`src/sv/vgd_pkg.sv`:
```
// ----------------------------------------------------------------------------
// vgd_pkg
// Shared types and constants for the voxel grid downsampler.
// ----------------------------------------------------------------------------
package vgd_pkg;

    localparam int COORD_W           = 19;
    localparam int SIZE_W            = 16;
    localparam int KEY_W             = 3 * COORD_W;
    localparam int HASH_C_W          = 27;
    localparam int HASH_W            = COORD_W + HASH_C_W;
    localparam int EPOCH_W           = 4;
    localparam int TABLE_ENTRIES_DEF = 4096;
    localparam int TDATA_W           = 64;

    localparam logic [SIZE_W-1:0]   VOXEL_SIZE_RST = 16'd100;
    localparam logic [HASH_C_W-1:0] HASH_MUL_X     = 27'd73856093;
    localparam logic [HASH_C_W-1:0] HASH_MUL_Y     = 27'd19349663;
    localparam logic [HASH_C_W-1:0] HASH_MUL_Z     = 27'd83492791;

    typedef logic signed [COORD_W-1:0] coord_t;
    typedef logic [KEY_W-1:0]          key_t;
    typedef logic [EPOCH_W-1:0]        epoch_t;

endpackage

```
`src/sv/vgd_queue.sv`:
```
// ----------------------------------------------------------------------------
// vgd_queue
// Two-entry queue between the key front end and the table back end.
// ----------------------------------------------------------------------------
module vgd_queue
    import vgd_pkg::*;
#(
    parameter int DATA_W = KEY_W
)
(
    input  logic              clk,
    input  logic              rst_n,
    input  logic              push_valid,
    output logic              push_ready,
    input  logic [DATA_W-1:0] push_data,
    output logic              pop_valid,
    input  logic              pop_ready,
    output logic [DATA_W-1:0] pop_data
);

    logic [DATA_W-1:0] data_reg [2];
    logic              wr_ptr_reg, rd_ptr_reg;
    logic [1:0]        count_reg;
    logic              do_push, do_pop;

    assign push_ready = (count_reg != 2'd2);
    assign pop_valid  = (count_reg != 2'd0);
    assign pop_data   = data_reg[rd_ptr_reg];
    assign do_push    = push_valid && push_ready;
    assign do_pop     = pop_valid && pop_ready;

    always_ff @(posedge clk or negedge rst_n)
    begin
        if (!rst_n)
        begin
            wr_ptr_reg <= 1'b0;
            rd_ptr_reg <= 1'b0;
            count_reg  <= 2'd0;
        end
        else
        begin
            if (do_push)
                wr_ptr_reg <= ~wr_ptr_reg;
            if (do_pop)
                rd_ptr_reg <= ~rd_ptr_reg;
            if (do_push && !do_pop)
                count_reg <= count_reg + 1'b1;
            else if (do_pop && !do_push)
                count_reg <= count_reg - 1'b1;
        end
    end

    always_ff @(posedge clk)
    begin
        if (do_push)
            data_reg[wr_ptr_reg] <= push_data;
    end

endmodule

```
`config.mk`:
```
export PLATFORM = sky130hd
export DESIGN_NAME = vgd_queue
export DESIGN_NICKNAME = d
export VERILOG_FILES = /design/src/sv/vgd_pkg.sv /design/src/sv/vgd_queue.sv
export SDC_FILE = /design/constraint.sdc
export NUM_CORES = 1
export LEC_CHECK = 0
export BUFFER_PORTS_ARGS = -buffer_cell sky130_fd_sc_hd__buf_4
export CAP_MARGIN = 0
export CORE_MARGIN = 4
export CORE_UTILIZATION = 39
export CTS_CLUSTER_DIAMETER = 30
export DETAILED_ROUTE_END_ITERATION = 16
export PLACE_DENSITY = 0.63
export SYNTH_ARGS = -nofsm -noshare
export SYNTH_HDL_FRONTEND = slang
export SYNTH_SLANG_ARGS = --single-unit
export TNS_END_PERCENT = 100
```
`constraint.sdc`:
```
create_clock -name clk -period 3.65 [get_ports clk]
set_input_delay 0.9125 -clock clk [delete_from_list [all_inputs] [get_ports clk]]
set_output_delay 0.9125 -clock clk [all_outputs]
set_load 0.03 [all_outputs]
```
==> impl_metrics.tcl <==
set metrics [dict create \
    status "complete, no violations" \
    antenna_left 0 \
    ios 120 \
    fin_tns_setup_ns 0 \
    grt_pass1_vias 2435 \
    cp_top_family "flip-flops" \
    die_h_um 114 \
    grt_max_degree 33 \
    ctsHoldBuffers 0 \
    drt-pass1-iter-count 4 \
    start_util_pct 40.1 \
    avgSynthCellArea_um2 22.5 \
    antenna_cells 0 \
    cts_tree "built" \
    grt.total_usage_pct 12.6 \
    overflow 0 \
    cpPeakStageDelay_ns 0.67 \
    finalHoldViolations 0 \
    core_um2 10900 \
    synth_seq_cells 118 \
    hpwl_um 5210 \
    finalSetupViolations 0 \
    critPathMaxFanout 22 \
    rows 38 \
    synth_cell_types 15 \
    synth_top_area_share_pct 78.1 \
    hold_class "primary input to asynchronous set/reset pin" \
    p_sw_share_pct 32.3 \
    largest_reg_flops 114 \
    layout-drive-gt1-share_pct 61.6 \
    ys_warn_count 0 \
    power.net_switching_mw 1.79 \
    startpoint_type "flip-flop" \
    antenna_found_initial 0 \
    drv_slew 0 \
    syn_area_um2 4380 \
    power_mw 5.55 \
    clk_path_buf_depth 2 \
    htreeDepth 4 \
    routedWlPerCell_um 16.3 \
    drc 0 \
    cts.sinks 118 \
    die_area_um2 13000 \
    path_cells "buf_4, mux2_2, buf_4" \
    insertion_delay_ns 0.40 \
    synth_area_leaders "edfxtp_1, mux2_2, mux2_4, dfrtp_1, buf_6" \
    clkPwrFrac_pct 28.8 \
    required_ns 2.74 \
    ys_seq_area_share_pct 80.4 \
    max_freq_mhz 338 \
    synth_top_area_cell "edfxtp_1" \
    p_leak_nw 2.34 \
    peakVddDrop_uv 393 \
    worstSetupPathType "flip-flop to output port" \
    finalClockSkew_ns 0.00500 \
    vias 2225 \
    drv_cap 0 \
    gp_congestion 0.705 \
    cts_buffers 17 \
    p_int_mw 3.76 \
    cts_resized 0 \
    cpMostUsedCell "buf_4" \
    seqPwrFrac_pct 35.6 \
    portBuffers 119 \
    clkSlewWorstSetupHoldPaths_ns 0.05 \
    dieWidth_um 114 \
    slew-limit-headroom_pct 53.2 \
    combPwrFrac_pct 35.5 \
    postSynthCellCount 195 \
    area_growth_pct 37.9 \
    rsz0062_at_grt "false" \
    ctsRootBufferMaster "clkbuf_16" \
    syn_nets 257 \
    crit_slowest_cell "dfrtp_2" \
    worst-path-buf-inv 2 \
    grt_pass1_wl_um 12100 \
    drtIter0Drc 86 \
    worstMarginPinSlew_ns 0.701 \
    nets 394 \
    wl_um 7900 \
    critPathCaptureType "output port" \
    worstPathArrival_ns 2.04 \
    viasPerCell 4.60 \
    power.density_nw_per_um2 918 \
    min_period_ns 2.96 \
    post-cts-setup-buffer-count 0 \
    period_share_pct 81.0 \
]
-- placed cells by master, fill, tap and decap left out, drive strengths merged --
master	netlist	final
nor2	2	2
ha	1	1
xor2	2	2
nand2b	1	1
clkinv	0	6
or2	1	1
dfrtp	4	4
buf	6	124
and3	1	1
bufinv	0	3
nand2	2	2
mux2	57	57
inv	1	1
clkinvlp	0	2
edfxtp	114	114
clkbuf	0	20
xnor2	3	3
-- power by group through the flow --
stage / sequential (mW) / clock (mW) / combinational [mW]
floorplan: 1.95 / 0 / 1.39
detailed placement: 2.01 / 0 / 2.01
finish: 1.98 / 1.60 / 1.97
CTS: 1.99 / 1.64 / 2.02
global route: 2.01 / 1.71 / 2.08
global placement: 2.00 / 0 / 2.00
-- worst paths after layout --
path	start	to	slack (ns)	cells past startpoint
max	rd_ptr_reg	pop_data[11]	0.69	3
min	rst_n	wr_ptr_reg	0.30	1
max reg2reg	count_reg[0]	data_reg[1][11]	1.78	3
min reg2reg	count_reg[1]	count_reg[1]	0.52	1
max in group asynchronous	rst_n	rd_ptr_reg	3.24	1
min in group clk	count_reg[1]	count_reg[1]	0.52	1
-- cell usage after synthesis --
| cell type | count |
|---|---|
| mux2_2 | 37 |
| buf_6 | 3 |
| ha_1 | 1 |
| inv_1 | 1 |
| nand2b_1 | 1 |
| xnor2_1 | 3 |
| edfxtp_1 | 114 |
| buf_2 | 3 |
| xor2_1 | 2 |
| nand2_1 | 2 |
| and3_1 | 1 |
| dfrtp_1 | 4 |
| mux2_4 | 20 |
| nor2_1 | 2 |
| or2_2 | 1 |
-- logic make-up after synthesis --
group,Yosys count,synth area share (%)
adders and majority gates,1,0.285
and+or+nand+nor,7,0.771
buffers and inverters,7,1.20
muxes,57,16.4
xor gates and xnor gates,5,0.999
DFF,118,80.4
-- area by class of cell --
| type | count | area (um2) |
|---|---|---|
| well taps | 140 | 175 |
| inverters | 1 | 3.75 |
| flip-flops and latches | 118 | 3520 |
| multi-input cells | 70 | 816 |
| fillers | 896 | 4890 |
| clock buffers | 20 | 437 |
| repair buffers | 124 | 956 |
| clock inverters | 11 | 134 |
-- metal layers --
metal | global-route usage, % | wire length, um
met1 | 14.7 | 3280
met2 | 20.3 | 3900
met3 | 4.83 | 592
met4 | 6.65 | 129
met5 | 0 | 0
-- per-stage QoR --
step	hold slack (ns)	instance area, um2	instances	utilization, %	worst slack, ns
5_1_grt	0.275	6050	484	55.3	0.573
3_5_place_dp	0.500	5480	453	50.1	1.06
3_3_place_gp	0.475	5480	453	50.1	1.06
4_1_cts	0.275	6050	484	55.3	0.617
6_report	0.297	6050	484	55.3	0.693
2_1_floorplan	0.456	4390	195	-	0.728
(Power assumes the default switching activity.)
