==> src/sv/vgd_pkg.sv <==
// ----------------------------------------------------------------------------
// vgd_pkg
// Shared types and constants for the voxel grid downsampler.
// ----------------------------------------------------------------------------
package vgd_pkg;

    localparam int COORD_W           = 19;
    localparam int SIZE_W            = 16;
    localparam int KEY_W             = 3 * COORD_W;
    localparam int HASH_C_W          = 27;
    localparam int HASH_W            = COORD_W + HASH_C_W;
    localparam int EPOCH_W           = 4;
    localparam int TABLE_ENTRIES_DEF = 4096;
    localparam int TDATA_W           = 64;

    localparam logic [SIZE_W-1:0]   VOXEL_SIZE_RST = 16'd100;
    localparam logic [HASH_C_W-1:0] HASH_MUL_X     = 27'd73856093;
    localparam logic [HASH_C_W-1:0] HASH_MUL_Y     = 27'd19349663;
    localparam logic [HASH_C_W-1:0] HASH_MUL_Z     = 27'd83492791;

    typedef logic signed [COORD_W-1:0] coord_t;
    typedef logic [KEY_W-1:0]          key_t;
    typedef logic [EPOCH_W-1:0]        epoch_t;

endpackage

==> src/sv/vgd_front.sv <==
// ----------------------------------------------------------------------------
// vgd_front
// Accepts points, floor-divides the coordinates by the voxel size with three
// radix-2 divider lanes, then hashes the voxel key to a home slot.
// ----------------------------------------------------------------------------
module vgd_front
    import vgd_pkg::*;
#(
    parameter int TABLE_ENTRIES = TABLE_ENTRIES_DEF,
    localparam int SLOT_W = $clog2(TABLE_ENTRIES)
)
(
    input  logic              clk,
    input  logic              rst_n,
    input  logic              in_valid,
    output logic              in_ready,
    input  coord_t            in_x,
    input  coord_t            in_y,
    input  coord_t            in_z,
    input  logic              in_start,
    input  logic [SIZE_W-1:0] voxel_size,
    output logic              item_valid,
    input  logic              item_ready,
    output coord_t            item_x,
    output coord_t            item_y,
    output coord_t            item_z,
    output logic              item_start,
    output key_t              item_key,
    output logic [SLOT_W-1:0] item_slot
);

    localparam logic [2:0] F_IDLE = 3'd0;
    localparam logic [2:0] F_DIV  = 3'd1;
    localparam logic [2:0] F_FIX  = 3'd2;
    localparam logic [2:0] F_MUL  = 3'd3;
    localparam logic [2:0] F_RED  = 3'd4;
    localparam logic [2:0] F_MOD  = 3'd5;
    localparam logic [2:0] F_OUT  = 3'd6;

    localparam bit                TABLE_POW2 = (TABLE_ENTRIES & (TABLE_ENTRIES - 1)) == 0;
    localparam logic [SLOT_W:0]   TABLE_N    = (SLOT_W + 1)'(TABLE_ENTRIES);
    localparam logic [5:0]        DIV_LAST   = 6'(COORD_W - 1);
    localparam logic [5:0]        MOD_LAST   = 6'(HASH_W - 1);

    logic [2:0]          state_reg, state_next;
    logic [5:0]          cnt_reg;
    logic [SIZE_W-1:0]   div_reg;
    logic [COORD_W-1:0]  dvd_reg [3];
    logic [SIZE_W-1:0]   rem_reg [3];
    logic                neg_reg [3];
    logic [COORD_W-1:0]  key_reg [3];
    logic [HASH_W-1:0]   prod_reg [3];
    logic [HASH_W-1:0]   h_reg;
    logic [SLOT_W-1:0]   mrem_reg;
    logic [SLOT_W-1:0]   slot_reg;
    coord_t              px_reg, py_reg, pz_reg;
    logic                start_reg;

    coord_t              pin [3];
    logic [HASH_C_W-1:0] hmul [3];
    logic [HASH_W-1:0]   h_mix;
    logic [SLOT_W:0]     mod_sh;

    assign pin[0]  = in_x;
    assign pin[1]  = in_y;
    assign pin[2]  = in_z;
    assign hmul[0] = HASH_MUL_X;
    assign hmul[1] = HASH_MUL_Y;
    assign hmul[2] = HASH_MUL_Z;

    assign in_ready   = (state_reg == F_IDLE);
    assign item_valid = (state_reg == F_OUT);
    assign item_x     = px_reg;
    assign item_y     = py_reg;
    assign item_z     = pz_reg;
    assign item_start = start_reg;
    assign item_key   = {key_reg[0], key_reg[1], key_reg[2]};
    assign item_slot  = slot_reg;

    assign h_mix  = prod_reg[0] ^ prod_reg[1] ^ prod_reg[2];
    assign mod_sh = {mrem_reg, h_reg[HASH_W-1]};

    always_comb
    begin
        state_next = state_reg;
        unique case (state_reg)
            F_IDLE: if (in_valid) state_next = F_DIV;
            F_DIV:  if (cnt_reg == DIV_LAST) state_next = F_FIX;
            F_FIX:  state_next = F_MUL;
            F_MUL:  state_next = F_RED;
            F_RED:  state_next = TABLE_POW2 ? F_OUT : F_MOD;
            F_MOD:  if (cnt_reg == MOD_LAST) state_next = F_OUT;
            F_OUT:  if (item_ready) state_next = F_IDLE;
            default: state_next = F_IDLE;
        endcase
    end

    always_ff @(posedge clk or negedge rst_n)
    begin
        if (!rst_n)
        begin
            state_reg <= F_IDLE;
        end
        else
        begin
            state_reg <= state_next;
        end
    end

    always_ff @(posedge clk)
    begin
        logic [SIZE_W:0] sh;
        logic            ge;
        case (state_reg)
            F_IDLE:
            begin
                cnt_reg   <= '0;
                px_reg    <= in_x;
                py_reg    <= in_y;
                pz_reg    <= in_z;
                start_reg <= in_start;
                div_reg   <= (voxel_size == '0) ? SIZE_W'(1) : voxel_size;
                for (int i = 0; i < 3; i++)
                begin
                    neg_reg[i] <= pin[i][COORD_W-1];
                    dvd_reg[i] <= pin[i][COORD_W-1] ? (~pin[i] + 1'b1) : pin[i];
                    rem_reg[i] <= '0;
                end
            end
            F_DIV:
            begin
                cnt_reg <= cnt_reg + 1'b1;
                for (int i = 0; i < 3; i++)
                begin
                    sh = {rem_reg[i], dvd_reg[i][COORD_W-1]};
                    ge = (sh >= {1'b0, div_reg});
                    rem_reg[i] <= ge ? SIZE_W'(sh - {1'b0, div_reg}) : sh[SIZE_W-1:0];
                    dvd_reg[i] <= {dvd_reg[i][COORD_W-2:0], ge};
                end
            end
            F_FIX:
            begin
                // floor for negatives: -q, or -q-1 when a remainder is left
                for (int i = 0; i < 3; i++)
                begin
                    if (!neg_reg[i])
                        key_reg[i] <= dvd_reg[i];
                    else if (rem_reg[i] != '0)
                        key_reg[i] <= ~dvd_reg[i];
                    else
                        key_reg[i] <= ~dvd_reg[i] + 1'b1;
                end
            end
            F_MUL:
            begin
                for (int i = 0; i < 3; i++)
                    prod_reg[i] <= {{HASH_C_W{1'b0}}, key_reg[i]} *
                                   {{COORD_W{1'b0}}, hmul[i]};
            end
            F_RED:
            begin
                cnt_reg  <= '0;
                h_reg    <= h_mix;
                mrem_reg <= '0;
                slot_reg <= h_mix[SLOT_W-1:0];
            end
            F_MOD:
            begin
                cnt_reg <= cnt_reg + 1'b1;
                h_reg   <= {h_reg[HASH_W-2:0], 1'b0};
                if (mod_sh >= TABLE_N)
                begin
                    mrem_reg <= SLOT_W'(mod_sh - TABLE_N);
                    slot_reg <= SLOT_W'(mod_sh - TABLE_N);
                end
                else
                begin
                    mrem_reg <= mod_sh[SLOT_W-1:0];
                    slot_reg <= mod_sh[SLOT_W-1:0];
                end
            end
            default:
            begin
            end
        endcase
    end

endmodule

==> config.mk <==
export PLATFORM = sky130hd
export DESIGN_NAME = vgd_front
export DESIGN_NICKNAME = d
export VERILOG_FILES = /design/src/sv/vgd_pkg.sv /design/src/sv/vgd_front.sv
export SDC_FILE = /design/constraint.sdc
export NUM_CORES = 2
export LEC_CHECK = 0
export BUFFER_PORTS_ARGS = -buffer_cell sky130_fd_sc_hd__buf_4
export CELL_PAD_IN_SITES_DETAIL_PLACEMENT = 1
export CELL_PAD_IN_SITES_GLOBAL_PLACEMENT = 1
export CORE_MARGIN = 8
export CORE_UTILIZATION = 51
export CTS_CLUSTER_DIAMETER = 50
export DETAILED_ROUTE_END_ITERATION = 10
export MAX_ROUTING_LAYER = met4
export PLACE_DENSITY = 0.84
export SETUP_SLACK_MARGIN = 0.05
export SYNTH_ARGS = -nofsm -noshare
export SYNTH_HDL_FRONTEND = slang
export SYNTH_SLANG_ARGS = --single-unit
==> constraint.sdc <==
create_clock -name clk -period 11.7 [get_ports clk]
set_input_delay 3.51 -clock clk [delete_from_list [all_inputs] [get_ports clk]]
set_output_delay 3.51 -clock clk [all_outputs]
set_load 0.03 [all_outputs]
==> out/summary.txt <==
Setup violators final -> 0
Xor/xnor share of the synthesized area -> 6.12%
H-tree depth -> 3
Fmax -> 146 MHz
Layout cell share with drive strength beyond 1 -> 8.52%
Die width -> 321 µm
RSZ-0062 raised after global routing -> no
# DRC -> 0
Tcrit/Tclk final -> 58.3%
Synth Area in Adders -> 38.3%
Slew Limit Headroom -> 8.08%
Total grt overflow -> 0
Routed wire per std cell -> 24.5 µm
Placer congestion estimate -> 1.00
Syn nets -> 5759
Sequential area share after synthesis -> 28.4%
Cells after synthesis -> 4545
CTS Buf Count -> 72
Total track usage -> 29.6%
Die ar. -> 103000 µm²
Slew Viols, Final -> 0
Area Growth Syn to Fin -> 11.2%
Filler cells -> 10110
FF-to-FF path depth -> 19
Reg2Reg Setup Slack -> 4.87 ns
Largest family of logic cells by synthesized area -> adder cells
Worst setup path start -> key_reg[2][4]$_DFFE_PP_
Clock root cell -> clkbuf_16
Vias in the first global route -> 39305
Final #Nets -> 5944
Count leader, synth -> inv_1
Status -> completed
WL final -> 148 mm
Iteration-0 DRC Markers -> 2352
Sequential Area -> 13500 µm²
Share of the synthesized area in the top cell type -> 28.2%
Post-Syn Area -> 47500 µm²
Post-DRT Antenna Nets -> 0
Max Clock Skew -> 0.0275 ns
Crit path kind -> reg -> reg
Mux contribution to synthesized area -> 0.276%
I/O pin count -> 207
Setup crit end -> prod_reg[0][134]$_DFFE_PP_
Area occupied by multi-input gates -> 30000 µm²
CP endpoint kind -> flop
Largest net degree at the start of global routing -> 94
Max reg flops -> 136
RR Endpoint -> prod_reg[0][134]$_DFFE_PP_
Worst Hold Class -> reg -> reg
Yosys warnings -> 0
Cts hold-fix bufs -> 0
First-pass GRT wire length -> 231 mm
Crit Path Max Fanout -> 9
Core Rows -> 112
Post-synth EDFFs -> 447
Initial antenna violation count -> 5
Yosys cell types -> 92
Port-buffer cells -> 206
Final hold viol count -> 0
Chip Height -> 321 µm
DR vias -> 34547
TritonCTS clock tree -> done
Setup TNS -> 0 ns
Top FF cell, synth -> edfxtp_1
Flops & latches, synth -> 450
Min Tclk post-route -> 6.83 ns
Initial Utilization -> 51.2%
Cell taking the most area after synthesis -> edfxtp_1
CP required -> 12.21 ns
Sink Count -> 450
Vias/cell -> 5.72
Maximum clock path buffer count -> 3
Compound-Gate Fraction of Synth Area -> 10.2%
Actual slew at the worst max-slew pin -> 1.37 ns
Synthesized area per cell -> 10.5 µm²
Post-CTS setup buffers -> 0
Top post-synthesis cells by area -> edfxtp_1 (28%), fa_1 (22%), ha_1 (16%), inv_1 (7.6%), xnor2_1 (3.2%)
Drt pass-1 iters -> 5
Core Box Area -> 92800 µm²
PostCTS Resize Cnt -> 0
Crit path launch type -> flop
CTS clk-pin slew, worst paths -> 0.06 ns
Worst Path Arrival -> 7.34 ns
Detailed placement HPWL -> 120 mm
Clk_lat worst skew -> 0.65 ns
Critical R2R Launch -> key_reg[2][4]$_DFFE_PP_
Synth Area in Simple Gates -> 8.14%
Asr flop ratio synth -> 0.667%
Synth cell count leaders -> inv_1 (958), ha_1 (602), fa_1 (534)
Max_cap viols -> 0
worst min-delay path by stage:
stage | startpoint | to | cells past startpoint
after floorplan | h_reg[9]$_DFFE_PP_ | h_reg[10]$_DFFE_PP_ | 1
after global placement | h_reg[3]$_DFFE_PP_ | h_reg[4]$_DFFE_PP_ | 1
after detailed placement | h_reg[4]$_DFFE_PP_ | h_reg[5]$_DFFE_PP_ | 1
after CTS | h_reg[7]$_DFFE_PP_ | h_reg[8]$_DFFE_PP_ | 1
after global routing | h_reg[6]$_DFFE_PP_ | h_reg[7]$_DFFE_PP_ | 1
final | mrem_reg[10]$_SDFFCE_PN0P_ | item_slot[11]$_DFFE_PP_ | 1
area by class of cell:
type,count,area share (%)
clock buffer,79,3.54
clock inverter,51,1.16
inverter,958,6.80
antenna,3,0.0142
multi-input combinational,3025,56.8
tap,1254,2.97
sequential,450,25.5
timing repair buffer,223,3.17
layer usage:
| metal | part of all wire [%] | up-vias | GRT usage (%) |
|---|---|---|---|
| li1 | - | 15484 | - |
| met1 | 40 | 17793 | 35.4 |
| met2 | 51 | 954 | 51.2 |
| met3 | 5.0 | 316 | 4.21 |
| met4 | 3.8 | 0 | 10.5 |
| met5 | 0 | - | - |
per-stage QoR:
step	instances	utilization, %	worst slack, ns	hold WS (ns)	instance area [µm²]
after floorplan	4545	-	1.83	0.495	47500
after global placement	5910	54.3	5.00	0.498	50400
after detailed placement	5910	54.3	4.90	0.512	50400
after CTS	6040	57.0	4.89	0.536	52800
after global routing	6043	57.0	4.50	0.553	52800
final	6043	57.0	4.87	0.531	52800
layout by cell type (no fill, tap or decap), types with 17 or more instances in the layout:
cell,n
a21oi_1,192
ha_1,602
and3_1,30
a211oi_1,19
nand3_1,62
edfxtp_1,447
nor2_1,169
o31ai_1,32
buf_4,223
fa_1,534
clkbuf_16,74
a31oi_1,23
xnor2_1,174
or3_1,33
nand2_1,245
o21ai_0,205
nand4_1,39
or2_2,26
o21a_1,34
nor4_1,27
nor3_1,43
nand2b_1,17
a21o_1,107
xor2_1,158
inv_1,958
o21bai_1,27
nor2b_1,30
cells by family (layout without fill, tap and decap cells):
logic type / after synthesis / count (layout)
buffers and inverters: 1070 / 1311
DFF: 450 / 450
muxes: 13 / 13
other: 0 / 3
AOI/OAI and AO/OA: 755 / 755
adders and majority gates: 1136 / 1136
and+or+nand+nor: 789 / 789
xor gates and xnor gates: 332 / 332
worst max-delay path, stage by stage (launching register included):
cell and delay [ns]:
edfxtp_1 0.51, fa_1 0.96, fa_1 0.53, inv_1 0.18, fa_1 0.44, inv_1 0.08, fa_1 0.45, fa_1 0.56
inv_1 0.06, fa_1 0.54, inv_1 0.06, ha_1 0.45, a21oi_1 0.27, a22oi_1 0.14, nor2b_4 0.15, o21a_1 0.12
a311o_1 0.39, and4_4 0.21, or4b_1 0.51, nand3_1 0.10
Power is not shown: default switching activity piles up to over one toggle a cycle in this logic, so the estimate is an artifact.
